File: src/hw/rtl/sspc_pkg.sv
// Types, codes and the verdict function of the servo status packet checker.
// No dependencies.
package sspc_pkg;

	typedef enum logic [1:0] {
		MODE_BEGIN   = 2'd0,
		MODE_BYTE    = 2'd1,
		MODE_TIMEOUT = 2'd2
	} mode_t;

	typedef enum logic [2:0] {
		VERDICT_OK        = 3'd0,
		VERDICT_TIMEOUT   = 3'd1,
		VERDICT_HEADER    = 3'd2,
		VERDICT_ID        = 3'd3,
		VERDICT_LENGTH    = 3'd4,
		VERDICT_CHECKSUM  = 3'd5,
		VERDICT_BROADCAST = 3'd6
	} verdict_t;

	localparam logic REG_PACKET_FORMAT = 1'b0;
	localparam logic REG_BROADCAST_ID  = 1'b1;

	localparam logic [7:0] HEADER_BYTE   = 8'hFF;
	localparam logic [7:0] UNKNOWN_COUNT = 8'd255;
	localparam logic [7:0] MAX_COUNT     = 8'd255;
	localparam logic [7:0] SUM_START     = 8'd3;
	localparam logic [7:0] SUM_GOOD      = 8'hFF;
	localparam logic [7:0] MIN_CHECKED   = 8'd3;

	// Field positions of the two packet layouts
	localparam logic [7:0] ID_POS_P1   = 8'd3;
	localparam logic [7:0] LEN_POS_P1  = 8'd4;
	localparam logic [7:0] INST_POS_P1 = 8'd5;
	localparam logic [7:0] ERR_POS_P1  = 8'd5;
	localparam logic [7:0] ID_POS_P2   = 8'd4;
	localparam logic [7:0] LEN_POS_P2  = 8'd5;
	localparam logic [7:0] INST_POS_P2 = 8'd7;
	localparam logic [7:0] ERR_POS_P2  = 8'd8;

	typedef struct packed {
		logic       header_good;
		logic [7:0] count;
		logic [7:0] target_count;
		logic [7:0] target_id;
		logic [7:0] seen_id;
		logic [7:0] seen_length;
		logic [7:0] running_sum;
	} judge_in_t;

	function automatic verdict_t judge(input judge_in_t j, input logic timed_out,
			input logic [7:0] bcast_id, input logic [7:0] inst_pos);
		verdict_t v;
		v = VERDICT_OK;
		if (j.target_id == bcast_id) begin
			v = VERDICT_BROADCAST;
		end else if (timed_out && (j.target_count != UNKNOWN_COUNT)) begin
			v = VERDICT_TIMEOUT;
		end else if (j.count > MIN_CHECKED) begin
			if (!j.header_good) begin
				v = VERDICT_HEADER;
			end else if (j.seen_id != j.target_id) begin
				v = VERDICT_ID;
			end else if ((j.count < inst_pos) || (j.seen_length != (j.count - inst_pos))) begin
				v = VERDICT_LENGTH;
			end else if (j.running_sum != SUM_GOOD) begin
				v = VERDICT_CHECKSUM;
			end
		end
		return v;
	endfunction

endpackage

File: src/hw/rtl/servo_status_packet_checker_unit.sv
// Servo status packet checker: top level, input register, window state and verdict register.
// Depends on sspc_pkg.
//
// Usage:
//   Input channel (in_valid / in_stall) carries one transaction per item: a begin
//   (expected id and byte count), a received byte, or a receive timeout.
//   Output channel (out_valid / out_stall) carries one verdict transaction per
//   closed window: verdict code, byte count, error byte and first data word.
//   Configuration (cfg_we, cfg_index, cfg_data) selects the packet layout and the
//   broadcast id; write only while no transaction is in flight.
// Path: an item is registered in the input register on acceptance, and its verdict,
//   if any, is then registered in the output register, which drives out_valid.
// Throughput: one item per cycle while in_stall is low; the window update between the
//   input register and the state registers is combinational.
// Reset: the window closes, counters and captured fields clear, header check reads
//   good, layout is protocol one and the broadcast id is 254.
// Stall: the output register holds its verdict while out_stall is high; the input
//   register keeps taking items while it is empty and only backs up in_stall when
//   a verdict-producing item cannot move into the full output register.
module servo_status_packet_checker_unit (
	input  logic                 clk,
	input  logic                 arst_n,
	// input channel
	input  logic                 in_valid,
	output logic                 in_stall,
	input  logic [1:0]           mode,
	input  logic [7:0]           rx_byte,
	input  logic [7:0]           expected_id,
	input  logic [7:0]           expected_count,
	// output channel
	output logic                 out_valid,
	input  logic                 out_stall,
	output logic [2:0]           verdict,
	output logic [7:0]           byte_count,
	output logic [7:0]           error_byte,
	output logic [15:0]          data_word,
	// configuration
	input  logic                 cfg_we,
	input  logic                 cfg_index,
	input  logic [7:0]           cfg_data
);
	import sspc_pkg::*;

	// configuration registers
	logic       packet_format_q;
	logic [7:0] broadcast_id_q;

	// input register
	logic       valid_s1;
	logic [1:0] mode_s1;
	logic [7:0] byte_s1;
	logic [7:0] exp_id_s1;
	logic [7:0] exp_count_s1;

	// window state
	logic        window_open_q;
	logic [7:0]  count_q;
	logic [7:0]  target_count_q;
	logic [7:0]  target_id_q;
	logic        header_good_q;
	logic [7:0]  seen_id_q;
	logic [7:0]  seen_length_q;
	logic [7:0]  seen_error_q;
	logic [15:0] seen_data_q;
	logic [7:0]  running_sum_q;

	// output register
	logic        out_valid_q;
	logic [2:0]  verdict_q;
	logic [7:0]  byte_count_q;
	logic [7:0]  error_byte_q;
	logic [15:0] data_word_q;

	// next-state values
	logic        window_open_d;
	logic [7:0]  count_d;
	logic [7:0]  target_count_d;
	logic [7:0]  target_id_d;
	logic        header_good_d;
	logic [7:0]  seen_id_d;
	logic [7:0]  seen_length_d;
	logic [7:0]  seen_error_d;
	logic [15:0] seen_data_d;
	logic [7:0]  running_sum_d;
	logic        emit;
	logic        timed_out;
	verdict_t    verdict_d;
	judge_in_t   judge_in;

	logic [7:0] id_pos, len_pos, inst_pos, err_pos;
	logic       out_free, advance_s1;

	assign id_pos   = packet_format_q ? ID_POS_P2   : ID_POS_P1;
	assign len_pos  = packet_format_q ? LEN_POS_P2  : LEN_POS_P1;
	assign inst_pos = packet_format_q ? INST_POS_P2 : INST_POS_P1;
	assign err_pos  = packet_format_q ? ERR_POS_P2  : ERR_POS_P1;

	// the output register frees up when empty or being taken this cycle
	assign out_free   = !out_valid_q || !out_stall;
	// hold an item in s1 only if it must emit and the output register is busy
	assign advance_s1 = valid_s1 && (!emit || out_free);
	assign in_stall   = valid_s1 && !advance_s1;

	always_comb begin
		window_open_d  = window_open_q;
		count_d        = count_q;
		target_count_d = target_count_q;
		target_id_d    = target_id_q;
		header_good_d  = header_good_q;
		seen_id_d      = seen_id_q;
		seen_length_d  = seen_length_q;
		seen_error_d   = seen_error_q;
		seen_data_d    = seen_data_q;
		running_sum_d  = running_sum_q;
		emit           = 1'b0;
		timed_out      = 1'b0;
		unique case (mode_s1)
			MODE_BEGIN: begin
				// open a fresh window, dropping any open one
				target_id_d    = exp_id_s1;
				target_count_d = exp_count_s1;
				count_d        = '0;
				header_good_d  = 1'b1;
				seen_id_d      = '0;
				seen_length_d  = '0;
				seen_error_d   = '0;
				seen_data_d    = '0;
				running_sum_d  = '0;
				window_open_d  = 1'b1;
				if (exp_count_s1 == '0) begin
					emit          = 1'b1;
					window_open_d = 1'b0;
				end
			end
			MODE_TIMEOUT: begin
				if (window_open_q) begin
					emit          = 1'b1;
					timed_out     = 1'b1;
					window_open_d = 1'b0;
				end
			end
			MODE_BYTE: begin
				if (window_open_q) begin
					if ((count_q < SUM_START) && (byte_s1 != HEADER_BYTE))
						header_good_d = 1'b0;
					if (count_q == id_pos)
						seen_id_d = byte_s1;
					if (count_q == len_pos)
						seen_length_d = byte_s1;
					if (count_q == err_pos)
						seen_error_d = byte_s1;
					if (count_q == err_pos + 8'd1)
						seen_data_d[7:0] = byte_s1;
					if (count_q == err_pos + 8'd2)
						seen_data_d[15:8] = byte_s1;
					if (count_q >= SUM_START)
						running_sum_d = running_sum_q + byte_s1;
					if (count_q < MAX_COUNT)
						count_d = count_q + 8'd1;
					// close on the expected count or on a saturated counter
					if ((count_d == target_count_q) || (count_d == MAX_COUNT)) begin
						emit          = 1'b1;
						window_open_d = 1'b0;
					end
				end
			end
			default: ;
		endcase
	end

	assign judge_in = '{
		header_good:  header_good_d,
		count:        count_d,
		target_count: target_count_d,
		target_id:    target_id_d,
		seen_id:      seen_id_d,
		seen_length:  seen_length_d,
		running_sum:  running_sum_d
	};
	assign verdict_d = judge(judge_in, timed_out, broadcast_id_q, inst_pos);

	// configuration writes
	always_ff @(posedge clk or negedge arst_n) begin
		if (!arst_n) begin
			packet_format_q <= 1'b0;
			broadcast_id_q  <= 8'd254;
		end else if (cfg_we) begin
			unique case (cfg_index)
				REG_PACKET_FORMAT: packet_format_q <= cfg_data[0];
				REG_BROADCAST_ID:  broadcast_id_q  <= cfg_data;
				default: ;
			endcase
		end
	end

	// input register: load when empty or when its item moves on
	always_ff @(posedge clk or negedge arst_n) begin
		if (!arst_n) begin
			valid_s1 <= 1'b0;
		end else if (!in_stall) begin
			valid_s1 <= in_valid;
		end
	end

	always_ff @(posedge clk) begin
		if (in_valid && !in_stall) begin
			mode_s1      <= mode;
			byte_s1      <= rx_byte;
			exp_id_s1    <= expected_id;
			exp_count_s1 <= expected_count;
		end
	end

	// window state: advance once per item leaving s1
	always_ff @(posedge clk or negedge arst_n) begin
		if (!arst_n) begin
			window_open_q  <= 1'b0;
			count_q        <= '0;
			target_count_q <= '0;
			target_id_q    <= '0;
			header_good_q  <= 1'b1;
			seen_id_q      <= '0;
			seen_length_q  <= '0;
			seen_error_q   <= '0;
			seen_data_q    <= '0;
			running_sum_q  <= '0;
		end else if (advance_s1) begin
			window_open_q  <= window_open_d;
			count_q        <= count_d;
			target_count_q <= target_count_d;
			target_id_q    <= target_id_d;
			header_good_q  <= header_good_d;
			seen_id_q      <= seen_id_d;
			seen_length_q  <= seen_length_d;
			seen_error_q   <= seen_error_d;
			seen_data_q    <= seen_data_d;
			running_sum_q  <= running_sum_d;
		end
	end

	// output register
	always_ff @(posedge clk or negedge arst_n) begin
		if (!arst_n) begin
			out_valid_q <= 1'b0;
		end else if (advance_s1 && emit) begin
			out_valid_q <= 1'b1;
		end else if (!out_stall) begin
			out_valid_q <= 1'b0;
		end
	end

	always_ff @(posedge clk) begin
		if (advance_s1 && emit) begin
			verdict_q    <= verdict_d;
			byte_count_q <= count_d;
			error_byte_q <= seen_error_d;
			data_word_q  <= seen_data_d;
		end
	end

	assign out_valid  = out_valid_q;
	assign verdict    = verdict_q;
	assign byte_count = byte_count_q;
	assign error_byte = error_byte_q;
	assign data_word  = data_word_q;

endmodule

File: config.mk
export PLATFORM = sky130hd
export DESIGN_NAME = servo_status_packet_checker_unit
export DESIGN_NICKNAME = d
export VERILOG_FILES = /design/src/hw/rtl/sspc_pkg.sv /design/src/hw/rtl/servo_status_packet_checker_unit.sv
export SDC_FILE = /design/constraint.sdc
export NUM_CORES = 1
export LEC_CHECK = 0
export BUFFER_PORTS_ARGS = -buffer_cell sky130_fd_sc_hd__buf_2
export CAP_MARGIN = 20
export CORE_MARGIN = 2
export CORE_UTILIZATION = 30
export DETAILED_ROUTE_END_ITERATION = 12
export HOLD_SLACK_MARGIN = 0.12
export PLACE_DENSITY_LB_ADDON = 0.2
export SYNTH_ARGS = -nofsm -noshare
export SYNTH_HDL_FRONTEND = slang
export SYNTH_SLANG_ARGS = --single-unit
File: constraint.sdc
create_clock -name clk -period 12.55 [get_ports clk]
set_clock_uncertainty 0.2 [all_clocks]
set_input_delay 1.255 -clock clk [delete_from_list [all_inputs] [get_ports clk]]
set_output_delay 1.255 -clock clk [all_outputs]
set_load 0.05 [all_outputs]
# --- Word level (Yosys, flattened, before mapping) ---
# Cells that the tools add are included.
word_totals:
  register_bits: 146
  output_inout_bits: 37
  inputBits: 40
  word_cells: 118
op_classes:
  n_reduce_logical: 21
  n_bitwise: 1
  magnitude_cmp: 5
  muxes: 48
  eq_ne: 16
  n_addsub: 5
ops:
  columns: ["cell", "n"]
  rows:
  - ["$mux W8", 16]
  - ["$pmux W8 S2", 5]
  - ["$pmux W16 S2", 1]
  - ["$ne A8 B8 Y1 const B", 3]
  - ["$mux W3", 7]
  - ["$eq A8 B3 Y1", 2]
  - ["$eq A8 B5 Y1", 2]
  - ["$eq A8 B8 Y1", 2]
  - ["$mux W16", 1]
  - ["$ne A8 B8 Y1", 2]
  - ["$mux W1", 13]
  - ["$add A8 B1 Y8 const B", 1]
  - ["$add A8 B8 Y8", 1]
  - ["$eq A8 B4 Y1", 1]
  - ["$eq A8 B8 Y1 const B", 1]
  - ["$ge A8 B2 Y1 const B", 1]
  - ["$gt A8 B2 Y1 const B", 1]
  - ["$logic_not A8 Y1", 1]
  - ["$lt A8 B2 Y1 const B", 1]
  - ["$lt A8 B3 Y1", 1]
  - ["$lt A8 B8 Y1 const B", 1]
  - ["$sub A8 B3 Y8", 1]
  - ["$logic_and A1 B1 Y1", 6]
  - ["$pmux W1 S3", 2]
  - ["other kinds (14)", 23]

# --- Depth between registers and ports, before layout ---
# Gate-level depths: netlist (run 1).
logic_depth:
  depth_word: 16
  mapped_depth: 20

# --- Worst setup path after synthesis (run 1) ---
# No wires, ideal clock.
synth_timing:
  path_kind: "register -> register"
  startpoint: "reg count_q[0]"
  endpoint: "reg byte_s1[0], enable pin"
  path_stages_with_launch: 11
  path_slack_ns: 7.943
  setup_ns: 0.462
  arrival_ns: 3.945
  cell_sequence: "dfrtp_1 > ha_1 > buf_4 > nand2_2 > or4_1 > a21oi_1 > o211ai_1 > nor4_4 > o21ai_0 > a211oi_1 > nor2b_1"
synth_between:
  elab_chain_len: 16
  word_cells_on_any_way: 18
  classes_between: "add/sub: 1; order compare: 1; eq/ne: 2; mux: 6; reduce/logical: 8"
synth_lines:
  columns: ["item", "line_no", "source"]
  rows:
  - ["start, declared", "servo_status_packet_checker_unit.sv:57", "logic [7:0] count_q;"]
  - ["start signal, assigned", "servo_status_packet_checker_unit.sv:229", "count_q <= count_d;"]
  - ["$add A8 B1 Y8 or $lt A8 B8 Y1 (tied branches)", "servo_status_packet_checker_unit.sv:159, servo_status_packet_checker_unit.sv:158", null]
  - ["$mux W8 *", "servo_status_packet_checker_unit.sv:158", "if (count_q < MAX_COUNT)"]
  - ["$mux W8 *", "servo_status_packet_checker_unit.sv:143", "if (window_open_q) begin"]
  - ["$mux W8 *", "servo_status_packet_checker_unit.sv:117", "unique case (mode_s1)"]
  - ["$eq A8 B8 Y1", "servo_status_packet_checker_unit.sv:161", "if ((count_d == target_count_q) || (count_d == MAX_COUNT)) begin"]
  - ["$logic_or A1 B1 Y1 *", "servo_status_packet_checker_unit.sv:161", null]
  - ["$mux W1 *", "servo_status_packet_checker_unit.sv:161", null]
  - ["$mux W1 *", "servo_status_packet_checker_unit.sv:143", null]
  - ["$pmux W1 S3 *", "servo_status_packet_checker_unit.sv:117", null]
  - ["$logic_not A1 Y1 *", "servo_status_packet_checker_unit.sv:101", "assign advance_s1 = valid_s1 && (!emit || out_free);"]
  - ["$logic_or A1 B1 Y1 *", "servo_status_packet_checker_unit.sv:101", null]
  - ["$logic_and A1 B1 Y1 *", "servo_status_packet_checker_unit.sv:101", null]
  - ["$logic_not A1 Y1 *", "servo_status_packet_checker_unit.sv:102", "assign in_stall = valid_s1 && !advance_s1;"]
  - ["$logic_and A1 B1 Y1 *", "servo_status_packet_checker_unit.sv:102", null]
  - ["named net in_stall", "servo_status_packet_checker_unit.sv:25", "output logic in_stall,"]
  - ["$logic_not A1 Y1 *", "servo_status_packet_checker_unit.sv:206", "if (in_valid && !in_stall) begin"]
  - ["$logic_and A1 B1 Y1 *", "servo_status_packet_checker_unit.sv:206", null]
  - ["end signal, assigned", "servo_status_packet_checker_unit.sv:208", "byte_s1 <= rx_byte;"]
  - ["end, declared", "servo_status_packet_checker_unit.sv:51", "logic [7:0] byte_s1;"]
# Mark *: on every way through the listed nets, which the timed path passes. The rest lies on a longest branch. The select of a mux whose other input is x is not followed.
# A chain may end at the register's enable or synchronous reset.

# --- Worst setup path after layout (run 1) ---
layout_timing:
  startpoint: "reg count_q[1]"
  endpoint: "out in_stall"
layout_between:
  elab_chain_len: 14
  word_cells_on_any_way: 16
  classes_between: "add/sub: 1; order compare: 1; eq/ne: 2; mux: 6; reduce/logical: 6"
layout_lines:
  columns: ["item", "line_no"]
  rows:
  - ["$add A8 B1 Y8 or $lt A8 B8 Y1 (tied branches)", "servo_status_packet_checker_unit.sv:159, servo_status_packet_checker_unit.sv:158"]
  - ["$mux W8 *", "servo_status_packet_checker_unit.sv:158"]
  - ["$mux W8 *", "servo_status_packet_checker_unit.sv:143"]
  - ["$mux W8 *", "servo_status_packet_checker_unit.sv:117"]
  - ["$eq A8 B8 Y1", "servo_status_packet_checker_unit.sv:161"]
  - ["$logic_or A1 B1 Y1 *", "servo_status_packet_checker_unit.sv:161"]
  - ["$mux W1 *", "servo_status_packet_checker_unit.sv:161"]
  - ["$mux W1 *", "servo_status_packet_checker_unit.sv:143"]
  - ["$pmux W1 S3 *", "servo_status_packet_checker_unit.sv:117"]
  - ["$logic_not A1 Y1 *", "servo_status_packet_checker_unit.sv:101"]
  - ["$logic_or A1 B1 Y1 *", "servo_status_packet_checker_unit.sv:101"]
  - ["$logic_and A1 B1 Y1 *", "servo_status_packet_checker_unit.sv:101"]
  - ["$logic_not A1 Y1 *", "servo_status_packet_checker_unit.sv:102"]
  - ["$logic_and A1 B1 Y1 *", "servo_status_packet_checker_unit.sv:102"]
  - ["end, declared", "servo_status_packet_checker_unit.sv:25"]
# Mark *: on every way between the ends. The rest lies on a longest branch, timed or not. The select of a mux whose other input is x is not followed.

==> out/summary.txt, run 1 <==
status -> finished, final reports clean
sink count of the clock tree -> 146
CP Buf/Inv Count -> 1
Final Max Tran Viols -> 0
CTS tree -> built
drt pass-1 iters -> 5
hold_buf cts -> 0
FMAX -> 0.1920 GHz
post-route minimum period -> 5208 ps
ant diodes -> 0
num rows -> 59
antenna viol nets, final -> 0
GR peak layer -> met2
share of cells above drive strength 1 -> 0.2652
CP Class -> flip-flop to output pin
r2r worst-path depth -> 15
CTS Buf Count -> 17
worst slew pin tran -> 1068 ps
Hold EP -> seen_length_q[6]$_DFFE_PN0P_
number of remaining DRC errors -> 0
FFs w/ async S/R, synth -> 0.5822
GRT met3 Usage -> 0.02718
IO buf count -> 76
post-synth cell types -> 72
deepest clock path buffer count -> 2
register area share after synthesis -> 0.4945
Slew HR -> 0.2880
Worst Setup Start Kind -> flip-flop
Total Wirelength -> 21,620 um
min-delay worst type -> flip-flop to flip-flop
hold path startpoint -> seen_length_q[6]$_DFFE_PN0P_
endpoints failing hold -> 0
Yosys reg bits -> 146
gr ovfl total -> 0
worst skew pair latency -> 430 ps
HPWL after detailed placement -> 14,770 um
largest net degree at the start of global routing -> 64
Top FF cell, synth -> dfrtp_1
synthesized area -> 8025 sq um
Hold Path Stages -> 1
reg2reg start -> mode_s1[1]$_DFFE_PP_
Clk pin slew, worst setup/hold paths -> 70 ps
Starting Density -> 0.3071
Post-CTS Resized -> 0
Synthesized Nets -> 756
Ports -> 77
Total Die Area -> 28,070 sq um
Leak -> 3.779 nW
Worst path slowest cell -> dfrtp_1
H-tree levels -> 4
pwr/cell area -> 151.7 nW/um^2
fin crit share -> 0.4150
Wirelength per Cell -> 19.51 um
vias in the first global route -> 5,710
RSZ-0062 raised after global routing -> false
post-synthesis to final-layout area growth -> 14.92%
core area -> 26,130 sq um
worst-path cell chain -> ha_1 > nand2_2 > or4_1 > a21oi_1 > o211ai_1 > nor4_4 > o21ai_0 > a211oi_1 > buf_2
met1 usage -> 0.2282
MaxCap Viol Count -> 0
r2r endpoint -> verdict[2]$_SDFFCE_PN1P_
vias post-DR -> 5,834
M2 GR Usage -> 0.2423
R2R Setup Slk -> 7760 ps
nets@finish -> 815
Top delay family on crit path -> simple AND/OR/NAND/NOR gates
Die Span Y -> 167.6 um
Post-CTS Setup Repair Bufs -> 0
crit-path max cell delay -> 590 ps
initial drt markers -> 469
Total Power -> 0.001400 W
gpl congestion -> 0.8454
initial antenna violation count -> 0
cell area after placement -> 8636 sq um
CP endpoint kind -> output pin
Critical Path RT -> 11,100 ps
Gate Count Post-Synth -> 701
Post-Syn Area per Cell -> 11.45 sq um
setup violators final -> 0
first-pass GRT wire length -> 34,170 um
die width -> 167.6 um
top fanout value on the critical path -> 13
vias per inst -> 5.265
WP data arrival -> 3750 ps
post-route setup TNS -> 0 ps
Post-synth EDFFs -> 61
Tot GR Track Use -> 0.1580
Ys Warns -> 0
Design Area, Final -> 9223 sq um
worst-case vdd ir drop -> 68.91 uV
CTS root buf -> clkbuf_16
==> cell type report <==
cell class | count | area, sq um
clock buffer | 18 | 439.2
inverter | 25 | 93.84
multi-input combinational | 487 | 3719
fill | 2615 | 16910
sequential | 146 | 3969
timing repair buffer | 83 | 435.4
tap | 335 | 419.2
clock inverter | 14 | 147.6
==> power breakdown <==
group	switching [W]	leakage (nW)	total (W)	internal (W)
clock	0.000230	0.283	0.000515	0.000285
combinational	0.000161	1.81	0.000285	0.000125
sequential	0.0000494	1.69	0.000600	0.000550
total	0.000440	3.78	0.00140	0.000960
==> layout by cell type, fill, tap and decap left out, types with 7 or more instances in the layout <==
master	synthesis	final
mux2_2	28	28
clkbuf_16	0	17
mux2i_1	19	19
ha_1	13	13
nand2_1	48	48
a32o_1	19	19
mux2_4	33	33
inv_1	24	24
dfrtp_1	77	77
and3_1	10	8
a31oi_1	16	16
dfstp_2	8	8
edfxtp_1	61	61
nor2_1	25	25
xor2_1	9	9
a21oi_1	25	25
o21ai_0	42	42
nor3_1	15	15
buf_2	10	75
nand3_1	37	37
o2111ai_1	10	10
xnor2_1	22	22
nor4_1	7	7
nand4_1	12	12
buf_4	8	8
==> kinds of logic (layout without fill, tap and decap cells) <==
group / Yosys count / in the layout / synth area share
AND/OR/NAND/NOR: 202 / 202 / 0.1397
buffers and inverters: 68 / 140 / 0.04272
XOR/XNOR: 31 / 31 / 0.03383
adder cells (fa/ha/maj): 15 / 15 / 0.02526
multiplexers: 80 / 80 / 0.1247
flip-flops: 146 / 146 / 0.4945
AO/OA/AOI/OAI: 159 / 159 / 0.1392
==> registers in the layout (all words and copies together) (netlist names) <==
name	cells
target_count_q	8
data_word	16
exp_id_s1	8
byte_count	8
header_good_q	1
error_byte	8
valid_s1	1
count_q	8
broadcast_id_q	8
seen_length_q	8
mode_s1	2
exp_count_s1	8
seen_data_q	16
seen_error_q	8
seen_id_q	8
packet_format_q	1
byte_s1	8
verdict	3
window_open_q	1
running_sum_q	8
target_id_q	8
out_valid	1
==> per-stage QoR <==
stage / worst slack (ps) / hold slack (ps) / cells / utilization
floorplan: 7943 / 265.4 / 701 / -
global placement: 7840 / 272.4 / 1076 / 0.3305
detailed placement: 7793 / 281.1 / 1076 / 0.3305
CTS: 7314 / 296.6 / 1108 / 0.3529
global route: 7039 / 303.3 / 1108 / 0.3529
finish: 7342 / 293.7 / 1108 / 0.3529
==> per-layer routing <==
layer,wire [um],vias up
met1,10610,2870
met2,9764,156
met5,0,-
met4,318,0
li1,-,2787
met3,923,21
==> worst max path at each step <==
stage | cells after the start | to | startpoint | slack, ps
CTS | 9 | in_stall | count_q[1]$_DFFE_PN0P_ | 7310
floorplan | 10 | byte_s1[0]$_DFFE_PP_ | count_q[0]$_DFFE_PN0P_ | 7940
finish | 9 | in_stall | count_q[1]$_DFFE_PN0P_ | 7340
global route | 9 | in_stall | count_q[1]$_DFFE_PN0P_ | 7040
detailed placement | 9 | in_stall | count_q[1]$_DFFE_PN0P_ | 7790
global placement | 9 | in_stall | count_q[1]$_DFFE_PN0P_ | 7840
==> cells in the mapped netlist, types with 5 or more instances <==
cell,number,share of area
o21ai_0,42,0.026
inv_1,24,0.011
nand4_1,12,0.0094
mux2i_1,19,0.024
buf_6,6,0.0084
and3_1,10,0.0078
buf_2,10,0.0062
nor2_1,25,0.012
a21oi_1,25,0.016
nand2_1,48,0.022
xor2_1,9,0.0098
xnor2_1,22,0.024
a31oi_1,16,0.012
edfxtp_1,61,0.23
or4_1,5,0.0047
and4_1,5,0.0055
ha_1,13,0.020
a32o_1,19,0.024
nor4_1,7,0.0055
dfstp_2,8,0.026
nor3_1,15,0.0094
buf_4,8,0.0075
o2111ai_1,10,0.011
clkbuf_1,15,0.0070
and2_1,5,0.0039
mux2_4,33,0.062
or3_1,5,0.0039
o211ai_1,5,0.0047
mux2_2,28,0.039
nand3_1,37,0.023
dfrtp_1,77,0.24
nand2b_1,5,0.0039
No activity file was read; power rests on OpenSTA's default activity.
==> run 2, diff against run 1 <==
- clock period: 12.55 -> 5.35 ns (I/O delays scaled with it)
==> run 2 against run 1 <==
- wire length decreased by 0.90%
- critical path depth unchanged
- combinational power increased by 140%
- utilization increased by 1.3 points
- flip-flop and latch count unchanged
==> out/summary.txt, run 2 (synthesis results as in run 1) <==
Top delay family on crit path -> compound AO/OA/AOI/OAI gates
crit-path max cell delay -> 600 ps
pwr/cell area -> 353.0 nW/um^2
Ports -> 77
hold path startpoint -> in_valid
Final Max Tran Viols -> 0
CP endpoint kind -> output pin
Worst Setup Start Kind -> flip-flop
cell area after placement -> 8663 sq um
most frequent cells in the layout -> dfrtp_1, buf_2, edfxtp_1, nand2_1, o21ai_0
Wirelength per Cell -> 18.82 um
Critical Path RT -> 4620 ps
status -> finished, final reports clean
core area -> 26,130 sq um
GR peak layer -> met2
MaxCap Viol Count -> 0
initial drt markers -> 462
fin crit share -> 0.8499
Fillers -> 2,625
FF+latch area -> 3969 sq um
Post-Layout Cell Count -> 1,138
worst-path cell chain -> ha_1 > nand4_2 > o21ai_1 > a21o_1 > nand4_1 > nor4_4 > o21ai_0 > a211oi_1 > buf_2
Starting Density -> 0.3071
CTS Buf Count -> 17
post-route setup TNS -> 0 ps
met1 usage -> 0.2304
top fanout value on the critical path -> 13
drt pass-1 iters -> 4
Tot GR Track Use -> 0.1577
final core utilization -> 0.3657
vias in the first global route -> 5,868
sink count of the clock tree -> 146
deepest clock path buffer count -> 2
endpoints failing hold -> 0
commonest non-fill, non-tap cell in the layout -> dfrtp_1
min-delay worst type -> input port to flip-flop
nets@finish -> 845
WP data arrival -> 3810 ps
num rows -> 59
CP Class -> flip-flop to output pin
Critical Path Start -> count_q[1]$_DFFE_PN0P_
ant diodes -> 0
CTS root buf -> clkbuf_16
setup violators final -> 0
Multi-input gate area -> 3719 sq um
antenna viol nets, final -> 0
worst skew pair latency -> 430 ps
reg2reg start -> mode_s1[1]$_DFFE_PP_
Placed Instances -> 1,078
M2 GR Usage -> 0.2383
worst slew pin tran -> 901.5 ps
share of cells above drive strength 1 -> 0.2578
Leak -> 3.924 nW
Total Wirelength -> 21,420 um
gpl congestion -> 0.8405
CP Buf/Inv Count -> 1
largest net degree at the start of global routing -> 64
Slew HR -> 0.3990
vias per inst -> 5.192
CTS tree -> built
die width -> 167.6 um
Total Die Area -> 28,070 sq um
GRT met3 Usage -> 0.02860
post-synthesis to final-layout area growth -> 19.07%
vias post-DR -> 5,908
FMAX -> 0.2199 GHz
RSZ-0062 raised after global routing -> false
worst-case vdd ir drop -> 197.4 uV
first-pass GRT wire length -> 34,240 um
initial antenna violation count -> 0
H-tree levels -> 4
Die Span Y -> 167.6 um
HPWL after detailed placement -> 14,600 um
number of remaining DRC errors -> 0
post-route minimum period -> 4547 ps
Worst path slowest cell -> dfrtp_1
gr ovfl total -> 0
IO buf count -> 76
Clk pin slew, worst setup/hold paths -> 70 ps
Design Area, Final -> 9555 sq um
Total Power -> 0.003373 W
-- run 2: final cells by class --
class	count	share of cell area
multi-input cells	487	0.3892
well taps	335	0.04387
flip-flops and latches	146	0.4153
repair buffers	113	0.07778
clock inverters	15	0.01951
inverters	25	0.009821
clock buffers	17	0.04452
-- run 2: report_power, final --
group	total, W	switching [W]	internal, W
Combinational	0.000691	0.000383	0.000308
Clock	0.00127	0.000562	0.000712
Sequential	0.00141	0.000117	0.00129
-- run 2: timing repair --
action,in CTS,in global routing
endpoints found under the hold margin,49,0
hold buffers,28,0
resized for setup,0,0
setup endpoints to repair,0,0
buffers inserted,0,0
-- run 2: worst paths after layout --
check,endpoint,slack (ps),cells after the start
min,valid_s1$_DFFE_PN0N_,130,2
max,in_stall,800,9
max in group asynchronous,running_sum_q[3]$_DFFE_PN0P_,3400,3
max reg2reg,verdict[2]$_SDFFCE_PN1P_,940,16
min reg2reg,seen_id_q[4]$_DFFE_PN0P_,290,1
min in group asynchronous,valid_s1$_DFFE_PN0N_,340,2
-- run 2: layer usage --
metal / part of all wire / wire, um
met1: 0.50 / 10740
met2: 0.45 / 9608
met3: 0.038 / 817
met4: 0.012 / 258
met5: 0 / 0
-- run 2: through the flow --
stage | hold WS (ps) | setup WS [ps]
final | 135.0 | 803.0
after global routing | 120.6 | 473.0
after CTS | 120.1 | 795.0
after detailed placement | 257.4 | 981.0
after global placement | 256.2 | 1117
after floorplan | 39.41 | 743.2
